### src/rtl/assert_macros.svh
// Assertion macros for the RTL that checks its own behavior.
// Depends on nothing; the macros expect i_clk in scope, and QPED_ASSERT also i_rst_n.
`ifndef ASSERT_MACROS_SVH
`define ASSERT_MACROS_SVH

// Checked at every clock edge outside reset.
`define QPED_ASSERT(label, prop) \
    label: assert property (@(posedge i_clk) disable iff (!i_rst_n) prop) \
        else $error("query decoder assertion failed");

// Checked at every clock edge, reset included.
`define QPED_ASSERT_ALWAYS(label, prop) \
    label: assert property (@(posedge i_clk) prop) \
        else $error("query decoder assertion failed during reset");

`endif

### src/rtl/qped_pkg.sv
// Types and constants shared by the query parameter decoder modules.
// Depends on nothing.
package qped_pkg;

    localparam logic [7:0] CH_PLUS  = 8'h2B;
    localparam logic [7:0] CH_PCT   = 8'h25;
    localparam logic [7:0] CH_AMP   = 8'h26;
    localparam logic [7:0] CH_EQ    = 8'h3D;
    localparam logic [7:0] CH_SPACE = 8'h20;

    localparam int QDEPTH = 4;
    localparam int QPTR_W = $clog2(QDEPTH);
    localparam int QCNT_W = $clog2(QDEPTH + 1);

    typedef enum logic [1:0] {
        KIND_NAME  = 2'd0,
        KIND_VALUE = 2'd1,
        KIND_END   = 2'd2
    } t_kind;

    typedef enum logic [1:0] {
        ESC_IDLE = 2'd0,
        ESC_HIGH = 2'd1,
        ESC_LOW  = 2'd2
    } t_esc;

    typedef struct packed {
        logic       has_byte;
        t_kind      kind;
        logic [7:0] data;
        logic       has_end;
        logic       found;
    } t_job;

    typedef struct packed {
        logic full;
        logic empty;
    } t_qstat;

    // Bit 4 set marks a character that is not a hex digit.
    function automatic logic [4:0] hex_value(input logic [7:0] c);
        logic [4:0] v;
        v = 5'h10;
        if (c >= 8'h30 && c <= 8'h39) begin
            v = 5'(c - 8'h30);
        end else if (c >= 8'h61 && c <= 8'h66) begin
            v = 5'(c - 8'h57);
        end else if (c >= 8'h41 && c <= 8'h46) begin
            v = 5'(c - 8'h37);
        end
        return v;
    endfunction

endpackage

### src/rtl/query_param_extract_decode.sv
// Top level of the query string parameter decoder: register port and wiring.
// Depends on qped_pkg, qped_front, qped_queue, qped_back and assert_macros.svh.
//
// The block takes one raw byte of a form-encoded query string per transaction
// and emits the URL-decoded name and value bytes of the parameter whose
// position equals target_index, followed on the last byte by an end item
// that reports whether that parameter exists. A new byte is accepted every
// cycle while the four-entry result queue has room. Results leave through a
// single output register at one per cycle while i_out_stall is low, so the
// decoded byte and the end item of one input byte leave one after the other.
// Results pass through the result queue and then the output register.
// target_index is register 0 at address 0 of the configuration port; the user
// must write it only while the block is idle; the block does not enforce it.
`include "assert_macros.svh"

module query_param_extract_decode
    import qped_pkg::*;
#(
    parameter int INDEX_BITS = 8
) (
    input  logic        i_clk,
    input  logic        i_rst_n,
    input  logic        psel,
    input  logic        penable,
    input  logic        pwrite,
    input  logic [2:0]  paddr,
    input  logic [31:0] pwdata,
    output logic [31:0] prdata,
    output logic        pready,
    input  logic        i_in_valid,
    output logic        o_in_stall,
    input  logic [7:0]  i_in_char,
    input  logic        i_in_last,
    output logic        o_out_valid,
    input  logic        i_out_stall,
    output logic [1:0]  o_item_kind,
    output logic [7:0]  o_out_byte,
    output logic        o_param_found,
    output logic        o_out_last
);

    localparam logic REG_TARGET_INDEX = 1'b0;

    logic [7:0] r_target_index;
    logic       push;
    logic       pop;
    t_job       front_job;
    t_job       head_job;
    t_qstat     qstat;

    assign pready = 1'b1;
    assign prdata = (paddr[2] == REG_TARGET_INDEX) ? {24'h000000, r_target_index} : 32'h0;

    always_ff @(posedge i_clk) begin
        if (!i_rst_n) begin
            r_target_index <= 8'h00;
        end else if (psel && penable && pwrite && pready && paddr[2] == REG_TARGET_INDEX) begin
            r_target_index <= pwdata[7:0];
        end
    end

    qped_front #(
        .INDEX_BITS(INDEX_BITS)
    ) u_front (
        .i_clk          (i_clk),
        .i_rst_n        (i_rst_n),
        .i_valid        (i_in_valid),
        .i_char         (i_in_char),
        .i_last         (i_in_last),
        .i_target_index (r_target_index),
        .i_qstat        (qstat),
        .o_stall        (o_in_stall),
        .o_push         (push),
        .o_job          (front_job)
    );

    qped_queue u_queue (
        .i_clk   (i_clk),
        .i_rst_n (i_rst_n),
        .i_push  (push),
        .i_job   (front_job),
        .i_pop   (pop),
        .o_job   (head_job),
        .o_qstat (qstat)
    );

    qped_back u_back (
        .i_clk   (i_clk),
        .i_rst_n (i_rst_n),
        .i_job   (head_job),
        .i_qstat (qstat),
        .o_pop   (pop),
        .i_stall (i_out_stall),
        .o_valid (o_out_valid),
        .o_kind  (o_item_kind),
        .o_byte  (o_out_byte),
        .o_found (o_param_found),
        .o_last  (o_out_last)
    );

    `QPED_ASSERT_ALWAYS(a_reset_clears_output, !i_rst_n |=> !o_out_valid)
    `QPED_ASSERT(a_last_is_end, (o_out_valid && o_out_last) |-> (o_item_kind == KIND_END && o_out_byte == 8'h00))
    `QPED_ASSERT(a_byte_item_clean, (o_out_valid && !o_out_last) |-> (!o_param_found && o_item_kind != KIND_END))
    `QPED_ASSERT(a_no_push_when_full, qstat.full |-> !(push && !pop))

endmodule

### src/rtl/qped_front.sv
// Front end: accepts raw bytes, tracks escapes and segments, and queues results.
// Depends on qped_pkg.
module qped_front
    import qped_pkg::*;
#(
    parameter int INDEX_BITS = 8
) (
    input  logic       i_clk,
    input  logic       i_rst_n,
    input  logic       i_valid,
    input  logic [7:0] i_char,
    input  logic       i_last,
    input  logic [7:0] i_target_index,
    input  t_qstat     i_qstat,
    output logic       o_stall,
    output logic       o_push,
    output t_job       o_job
);

    localparam int CMP_W = (INDEX_BITS > 8) ? INDEX_BITS : 8;

    t_esc                  r_esc, n_esc;
    logic [4:0]            r_high, n_high;
    logic [INDEX_BITS-1:0] r_seg, n_seg;
    logic                  r_val_part, n_val_part;
    logic                  r_seen, n_seen;

    logic       accept;
    logic       is_target;
    logic       emit;
    logic [7:0] dec_byte;
    logic [4:0] low;

    assign o_stall   = i_qstat.full;
    assign accept    = i_valid && !i_qstat.full;
    assign is_target = (CMP_W'(r_seg) == CMP_W'(i_target_index));

    always_comb begin
        n_esc      = r_esc;
        n_high     = r_high;
        n_seg      = r_seg;
        n_val_part = r_val_part;
        n_seen     = r_seen;
        emit       = 1'b0;
        dec_byte   = 8'h00;
        low        = hex_value(i_char);
        if (accept) begin
            n_seen = r_seen || is_target;
            if (i_char == CH_AMP) begin
                n_esc      = ESC_IDLE;
                n_high     = 5'd0;
                n_val_part = 1'b0;
                if (r_seg != {INDEX_BITS{1'b1}}) begin
                    n_seg = r_seg + 1'b1;
                end
            end else if (i_char == CH_EQ && !r_val_part) begin
                n_esc      = ESC_IDLE;
                n_high     = 5'd0;
                n_val_part = 1'b1;
            end else begin
                case (r_esc)
                    ESC_HIGH: begin
                        n_high = low;
                        n_esc  = ESC_LOW;
                    end
                    ESC_LOW: begin
                        emit     = !low[4] && !r_high[4];
                        dec_byte = {r_high[3:0], low[3:0]};
                        n_esc    = ESC_IDLE;
                        n_high   = 5'd0;
                    end
                    default: begin
                        if (i_char == CH_PCT) begin
                            n_esc  = ESC_HIGH;
                            n_high = 5'd0;
                        end else begin
                            n_esc    = ESC_IDLE;
                            emit     = 1'b1;
                            dec_byte = (i_char == CH_PLUS) ? CH_SPACE : i_char;
                        end
                    end
                endcase
            end
            if (i_last) begin
                n_esc      = ESC_IDLE;
                n_high     = 5'd0;
                n_seg      = '0;
                n_val_part = 1'b0;
                n_seen     = 1'b0;
            end
        end
    end

    always_comb begin
        o_push         = accept && ((emit && is_target) || i_last);
        o_job.has_byte = emit && is_target;
        o_job.kind     = r_val_part ? KIND_VALUE : KIND_NAME;
        o_job.data     = dec_byte;
        o_job.has_end  = i_last;
        o_job.found    = r_seen || is_target;
    end

    always_ff @(posedge i_clk) begin
        if (!i_rst_n) begin
            r_esc      <= ESC_IDLE;
            r_high     <= 5'd0;
            r_seg      <= '0;
            r_val_part <= 1'b0;
            r_seen     <= 1'b0;
        end else begin
            r_esc      <= n_esc;
            r_high     <= n_high;
            r_seg      <= n_seg;
            r_val_part <= n_val_part;
            r_seen     <= n_seen;
        end
    end

endmodule

### src/rtl/qped_queue.sv
// Short queue of pending result jobs between the front and back ends.
// Depends on qped_pkg.
module qped_queue
    import qped_pkg::*;
(
    input  logic   i_clk,
    input  logic   i_rst_n,
    input  logic   i_push,
    input  t_job   i_job,
    input  logic   i_pop,
    output t_job   o_job,
    output t_qstat o_qstat
);

    t_job              r_mem [QDEPTH];
    logic [QPTR_W-1:0] r_wr, n_wr;
    logic [QPTR_W-1:0] r_rd, n_rd;
    logic [QCNT_W-1:0] r_cnt, n_cnt;

    logic do_push;
    logic do_pop;

    assign o_qstat.full  = (r_cnt == QCNT_W'(QDEPTH));
    assign o_qstat.empty = (r_cnt == '0);
    assign do_push       = i_push && !o_qstat.full;
    assign do_pop        = i_pop && !o_qstat.empty;
    assign o_job         = r_mem[r_rd];

    always_comb begin
        n_wr  = do_push ? r_wr + 1'b1 : r_wr;
        n_rd  = do_pop ? r_rd + 1'b1 : r_rd;
        n_cnt = r_cnt;
        if (do_push && !do_pop) begin
            n_cnt = r_cnt + 1'b1;
        end else if (do_pop && !do_push) begin
            n_cnt = r_cnt - 1'b1;
        end
    end

    always_ff @(posedge i_clk) begin
        if (do_push) begin
            r_mem[r_wr] <= i_job;
        end
    end

    always_ff @(posedge i_clk) begin
        if (!i_rst_n) begin
            r_wr  <= '0;
            r_rd  <= '0;
            r_cnt <= '0;
        end else begin
            r_wr  <= n_wr;
            r_rd  <= n_rd;
            r_cnt <= n_cnt;
        end
    end

endmodule

### src/rtl/qped_back.sv
// Back end: pops queued jobs and presents their result items one per cycle while not stalled.
// Depends on qped_pkg.
module qped_back
    import qped_pkg::*;
(
    input  logic       i_clk,
    input  logic       i_rst_n,
    input  t_job       i_job,
    input  t_qstat     i_qstat,
    output logic       o_pop,
    input  logic       i_stall,
    output logic       o_valid,
    output logic [1:0] o_kind,
    output logic [7:0] o_byte,
    output logic       o_found,
    output logic       o_last
);

    logic       r_valid, n_valid;
    t_kind      r_kind, n_kind;
    logic [7:0] r_byte, n_byte;
    logic       r_found, n_found;
    logic       r_last, n_last;
    logic       r_end_pend, n_end_pend;
    logic       r_end_found, n_end_found;

    logic take;

    assign take = !r_valid || !i_stall;

    always_comb begin
        n_valid     = r_valid;
        n_kind      = r_kind;
        n_byte      = r_byte;
        n_found     = r_found;
        n_last      = r_last;
        n_end_pend  = r_end_pend;
        n_end_found = r_end_found;
        o_pop       = 1'b0;
        if (take) begin
            n_valid = 1'b0;
            if (r_end_pend) begin
                n_valid    = 1'b1;
                n_kind     = KIND_END;
                n_byte     = 8'h00;
                n_found    = r_end_found;
                n_last     = 1'b1;
                n_end_pend = 1'b0;
            end else if (!i_qstat.empty) begin
                o_pop   = 1'b1;
                n_valid = 1'b1;
                if (i_job.has_byte) begin
                    n_kind      = i_job.kind;
                    n_byte      = i_job.data;
                    n_found     = 1'b0;
                    n_last      = 1'b0;
                    n_end_pend  = i_job.has_end;
                    n_end_found = i_job.found;
                end else begin
                    n_kind  = KIND_END;
                    n_byte  = 8'h00;
                    n_found = i_job.found;
                    n_last  = 1'b1;
                end
            end
        end
    end

    always_ff @(posedge i_clk) begin
        if (!i_rst_n) begin
            r_valid    <= 1'b0;
            r_end_pend <= 1'b0;
        end else begin
            r_valid    <= n_valid;
            r_end_pend <= n_end_pend;
        end
    end

    always_ff @(posedge i_clk) begin
        r_kind      <= n_kind;
        r_byte      <= n_byte;
        r_found     <= n_found;
        r_last      <= n_last;
        r_end_found <= n_end_found;
    end

    assign o_valid = r_valid;
    assign o_kind  = r_kind;
    assign o_byte  = r_byte;
    assign o_found = r_found;
    assign o_last  = r_last;

endmodule

### config.mk
export PLATFORM = sky130hd
export DESIGN_NAME = query_param_extract_decode
export DESIGN_NICKNAME = d
export VERILOG_FILES = /design/src/rtl/qped_pkg.sv /design/src/rtl/query_param_extract_decode.sv /design/src/rtl/qped_front.sv /design/src/rtl/qped_queue.sv /design/src/rtl/qped_back.sv
export VERILOG_INCLUDE_DIRS = /design/src /design/src/rtl
export SDC_FILE = /design/constraint.sdc
export NUM_CORES = 1
export LEC_CHECK = 0
export ABC_AREA = 1
export BUFFER_PORTS_ARGS = -buffer_cell sky130_fd_sc_hd__clkbuf_2
export CAP_MARGIN = 20
export CORE_ASPECT_RATIO = 0.6
export CORE_MARGIN = 2
export CORE_UTILIZATION = 46
export DETAILED_ROUTE_END_ITERATION = 8
export PLACE_DENSITY = 0.8
export SKIP_CTS_REPAIR_TIMING = 1
export SYNTH_ARGS = -nofsm -noshare
export SYNTH_HDL_FRONTEND = slang
export SYNTH_SLANG_ARGS = --single-unit
### constraint.sdc
create_clock -name i_clk -period 2.7 [get_ports i_clk]
set_clock_uncertainty 0.05 [all_clocks]
set_input_delay 0 -clock i_clk [delete_from_list [all_inputs] [get_ports i_clk]]
set_output_delay 0 -clock i_clk [all_outputs]
set_load 0.05 [all_outputs]
; Word-level counts from Yosys, hierarchy flattened
; Memory sizes are Yosys's and may differ from the RTL's. A register that Yosys moved wholly into a read port is not among the register bits.
; Index checks and enable logic that the tools add are counted.
[word_totals]
rom_bits = 0
wordCells = 137
out_inout_bits = 47
in_bits = 51
n_memories = 1
latch_bits = 0
reg_bits = 47
ram_bits = 48
[op_classes]
n_lt_le_gt_ge = 6
shift = 0
n_bitwise = 3
mul = 0
n_reduce_logical = 38
muxes = 55
eq_ne = 10
div = 0
addsub = 8
[mem_list]
columns = memory, words, word_bits, read_ports, rd_ports_with_merged_regs, wr, line_no
row1 = u_queue.r_mem, 4, 12, 1, 1, 1, qped_queue.sv:15  ; t_job r_mem [QDEPTH];
[op_table]
columns = op, n
row1 = 2-to-1 mux 8 bit, 11
row2 = 2-to-1 mux 5 bit, 7
row3 = "== test 8 x 6 -> 1 bit, second input constant", 4
row4 = 2-to-1 mux 1 bit, 24
row5 = "greater-or-equal comparator 8 x 7 -> 1 bit, second input constant", 2
row6 = "<= comparator 8 x 7 -> 1 bit, second input constant", 2
row7 = case mux 8 bit (2 select lines), 1
row8 = logical AND 1 bit, 15
row9 = "subtractor 5 bit, second input constant", 3
row10 = 2-to-1 mux 2 bit, 7
row11 = case mux 5 bit (2 select lines), 1
row12 = zero test 1 bit, 9
row13 = "adder 8 x 1 -> 8 bit, second input constant", 1
row14 = == test 8 bit, 1
row15 = "greater-or-equal comparator 8 x 6 -> 1 bit, second input constant", 1
row16 = "<= comparator 8 x 6 -> 1 bit, second input constant", 1
row17 = "!= test 8 bit, second input constant", 1
row18 = 2-to-1 mux 3 bit, 2
row19 = AND reduction 2 bit, 3
row20 = nonzero test 2 bit, 3
row21 = nonzero test 6 bit, 1
row22 = "adder 2 x 1 -> 2 bit, second input constant", 2
row23 = case mux 2 bit (2 select lines), 1
row24 = AND reduction 4 bit, 1
row25 = 12 further kinds, 16

; Longest topological paths before layout
[logic_depth]
ltp_word = 19
depth_mapped = 22

; By module
; Synthesis repeated with hierarchy kept, for this count alone.
[unflattened]
hier_cells = 610
area_unflattened_um2 = 5382.7
[by_module_without_submodules]
columns = mod, seq_area_each_um2, cells_each, area_per_inst_um2, n_inst
row1 = qped_queue, 1741.7, 196, 2461.1, 1
row2 = qped_front, 340.3, 260, 1626.6, 1
row3 = query_param_extract_decode, 160.2, 100, 669.4, 1
row4 = qped_back, 430.4, 54, 625.6, 1

; Least setup slack after synthesis
; No wires, ideal clock.
[synth_path]
kind = flip-flop to flip-flop
startpoint = register u_front.r_esc[0]
endpoint = register u_queue.r_cnt[2]
setup_time_ns = 0.070
arrival_time_ns = 2.261
setup_slack_ns = 0.319
required_ns = 2.580
synth_period_minus_slack_ns = 2.381
stages_incl_launch_ff = 20
path_cell_list = dfxtp_1 -> inv_1 -> ha_1 -> clkbuf_1 -> inv_1 -> nor2_1 -> nand3_1 -> nand2_1 -> nand2_1 -> nand2_2 -> nand2_2 -> inv_1 -> ha_1 -> inv_1 -> fa_1 -> nor2_1 -> nor2_1 -> nand2_1 -> o21ai_0 -> a21oi_1
[synth_via]
elab_chain_cells = 12
[synth_lines]
columns = element, line_no
row1 = from (decl), qped_front.sv:22  ; t_esc r_esc, n_esc;
row2 = from (signal assigned), qped_front.sv:111  ; r_esc <= n_esc;
row3 = == test 2 bit / == test 2 x 1 -> 1 bit (equally long branches), qped_front.sv:61  ; case (r_esc)
row4 = case mux 1 bit (2 select lines) *, qped_front.sv:61
row5 = 2-to-1 mux 1 bit *, qped_front.sv:56  ; end else if (i_char == CH_EQ && !r_val_part) begin
row6 = 2-to-1 mux 1 bit *, qped_front.sv:49  ; if (i_char == CH_AMP) begin
row7 = 2-to-1 mux 1 bit *, qped_front.sv:47  ; if (accept) begin
row8 = logical AND 1 bit *, qped_front.sv:95  ; o_push = accept && ((emit && is_target) || i_last);
row9 = logical OR 1 bit *, qped_front.sv:95
row10 = logical AND 1 bit *, qped_front.sv:95
row11 = logical AND 1 bit *, qped_queue.sv:25  ; assign do_push = i_push && !o_qstat.full;
row12 = named net u_queue.do_push, qped_queue.sv:20  ; logic do_push;
row13 = zero test 1 bit, qped_queue.sv:35  ; end else if (do_pop && !do_push) begin
row14 = logical AND 1 bit, qped_queue.sv:35
row15 = nonzero test 2 bit (no line), --
row16 = to (signal assigned), qped_queue.sv:54  ; r_cnt <= n_cnt;
row17 = to (decl), qped_queue.sv:18  ; logic [QCNT_W-1:0] r_cnt, n_cnt;
; Mark *: on every way through the listed nets, which the timed path passes. The rest lies on a longest branch.
; A chain may end at the register's enable or synchronous reset.

; Worst setup path in the final report
; Ends and elaborated chain as after synthesis.

==> impl_metrics.tcl <==
set metrics [dict create \
    synthesis.area_sq_um 4660 \
    drtIter0Drc 304 \
    cp.required_ns 2.92 \
    finalHoldViolations 1 \
    hpwlAfterDp_um 6870 \
    rsz0062_at_grt "no" \
    drc 0 \
    netlist_instances 522 \
    area_delta_synth_final_pct 17.0 \
    port_buffers 46 \
    dieArea_sq_um 11000 \
    initial_utilization 0.474 \
    clock_latency_ns 0.34 \
    fmax_mhz 408 \
    synthAdderAreaFrac 0.0365 \
    final-setup-viol-count 0 \
    power_density_nw_per_um2 911 \
    worstMarginPinSlew_ns 0.788 \
    clkTransAtPathRegs_ns 0.07 \
    gp_congestion 0.946 \
    tritoncts "built" \
    maxSlewViolCount 0 \
    placedCellCount 699 \
    fin_cells 726 \
    dr.pass1.iters 5 \
    yosysWarnings 0 \
    finalInstanceArea_sq_um 5460 \
    leakage_nw 2.31 \
    cpPeakStageDelay_ns 0.39 \
    cts_made_buffers 9 \
    nets 650 \
    synth_top_family_by_area "simple AND/OR/NAND/NOR gates" \
    synth_commonest_cells "80 x nor2_1, 64 x nand2_1, 63 x inv_1" \
    synth-main-ff-cell "edfxtp_1" \
    cap_violations 0 \
    path_buf_inv 3 \
    wl_um 10100 \
    whs_ns -0.0108 \
    wl_per_cell_um 13.9 \
    ios 98 \
    die_width_um 134 \
    synth_area_leaders "edfxtp_1 39%, dfxtp_1 15%, nor2_1 6.4%, a21oi_1 5.2%, nand2_1 5.2%" \
    path_class "register to register" \
    cts-root-buf "clkbuf_16" \
    antenna_left 0 \
    relSlewSlack 0.470 \
    post-route-period-util 0.908 \
    drive_above_1_share 0.186 \
    arrival_ns 2.67 \
    clock_sinks 96 \
    fp-row-count 28 \
    synth-xor-area-share 0.00563 \
    syn_avg_cell_area_sq_um 8.93 \
    grt_pass1_wl_um 15700 \
    clockBufferDepth 2 \
    worstSetupStartpointType "register" \
    violations "negative hold slack" \
    num_vias 3687 \
    grt_pass1_vias 3323 \
    fp.dieH_um 82.0 \
    cp_max_fo 5 \
    placed_cell_area_sq_um 4990 \
    grt-ovfl-total 0 \
    synthArstFlopShare 0 \
    yosysMostFrequentCell "nor2_1" \
    critical_path.cell_chain "inv_1, ha_4, nand2_2, nand3_2, nor2_2, nand2_1, nand2_2, nand2_2, inv_1, ha_1, inv_1, fa_2, nor2_1, nor2_1, nand2_1, o21ai_0, a21oi_1" \
    finalSetupTns_ns 0 \
    irDropWorstVdd_uv 478 \
    synth_top_area_cell "edfxtp_1" \
    end_kind "register" \
    antenna_cells 0 \
    via_per_inst 5.08 \
    core_area_sq_um 9840 \
    synth_compound_area_frac 0.116 \
    outcome "finished, violations left" \
    yosysTopAreaCellShare 0.386 \
    cp_slowest_cell "fa_2" \
    synth_edf_count 60 \
    hold_path_class "input port to register" \
    cts-htree-levels 3 \
    period_minus_slack_ns 2.45 \
    critPathTopFamily "adder cells" \
    grt_antenna_before_repair 0 \
    grt_start_max_net_pins 25 \
    grt_use_total 0.184 \
    ys_seq_area_frac 0.541 \
    synth_simple_gate_area_frac 0.193 \
    ys_ff_latch 96 \
    synth.area.mux_share 0 \
    ys_types 34 \
]
[flip-flops by register name, indices dropped and copies added (netlist names), named ones only]
register / flops
u_queue.r_wr: 2
u_back.o_found: 1
u_queue.r_mem: 48
u_front.r_seen: 1
u_back.r_end_pend: 1
u_back.r_end_found: 1
u_back.o_valid: 1
u_queue.r_cnt: 3
u_back.o_kind: 2
u_front.r_high: 5
u_front.r_seg: 8
u_front.r_val_part: 1
r_target_index: 8
u_front.r_esc: 2
u_back.o_byte: 8
u_queue.r_rd: 2
[routing by layer]
layer | vias up | wire, um | part of all wire | global-route usage
met2 | 155 | 4640 | 0.46 | 0.292
li1 | 1806 | - | - | -
met4 | 0 | 144 | 0.014 | 0.0500
met3 | 15 | 688 | 0.068 | 0.0506
met5 | - | 0 | 0 | 0
met1 | 1711 | 4610 | 0.46 | 0.251
[cells by family after synthesis]
| logic type | Yosys count |
|---|---|
| adder cells (fa/ha/maj) | 13 |
| XOR/XNOR | 3 |
| flip-flops | 96 |
| AND/OR/NAND/NOR | 200 |
| buffers and inverters | 105 |
| other | 2 |
| AO/OA/AOI/OAI | 103 |
[worst register-to-register path, cell delays in order, from the launching register on]
cell,delay (ns)
dfxtp_2,0.35
inv_1,0.08
ha_4,0.25
nand2_2,0.08
nand3_2,0.09
nor2_2,0.10
nand2_1,0.08
nand2_2,0.09
nand2_2,0.08
inv_1,0.06
ha_1,0.13
inv_1,0.08
fa_2,0.39
nor2_1,0.11
nor2_1,0.04
nand2_1,0.09
o21ai_0,0.08
a21oi_1,0.15
[metrics by stage]
stage	hold WS (ns)	setup WS (ns)	utilization	total power, mW
after floorplan	0.0489	0.319	-	3.23
after global routing	0.0165	0.0338	0.554	5.22
after global placement	0.236	0.210	0.507	3.56
after CTS	-0.108	0.0877	0.540	4.94
final	-0.0108	0.248	0.554	4.97
after detailed placement	0.248	0.114	0.507	3.61
[path summary, 6_finish.rpt]
check / startpoint / to / slack (ns) / cells past startpoint
hold reg to reg: u_queue.r_rd[0] / u_queue.r_rd[0] / 0.43 / 1
hold / removal: i_out_stall / u_back.r_end_pend / -0.01 / 5
setup / recovery: u_front.r_esc[0] / u_queue.r_cnt[2] / 0.25 / 17
setup reg to reg: u_front.r_esc[0] / u_queue.r_cnt[2] / 0.25 / 17
[report_power, final]
group / internal [mW] / total [mW] / switching, mW
logic: 0.419 / 1.67 / 1.25
registers: 1.87 / 1.96 / 0.0862
clock network: 0.785 / 1.34 / 0.556
total: 3.08 / 4.97 / 1.89
[layout by cell type, fill, tap and decap left out, drive strengths merged]
cell type	count
nor2	84
nand2	72
inv	70
edfxtp	60
clkbuf	57
a21oi	48
o21ai	45
dfxtp	36
nand3	30
conb	25
buf	14
ha	12
dlygate4sd3	9
nor3	7
nand4	6
a211oi	5
o22ai	3
xor2	2
nand3b	1
xnor2	1
o31ai	1
a21o	1
fa	1
bufinv	1
[final cells by class]
type                            count  area [sq um]
Fill cell                         850          4390
Timing Repair Buffer               69           425
Inverter                           66           250
Sequential cell                    96          2530
Clock buffer                       11           253
Multi-Input combinational cell    344          1760
Tap cell                          135           169
Clock inverter                      5          67.6
No activity file was read; power rests on OpenSTA's default activity.
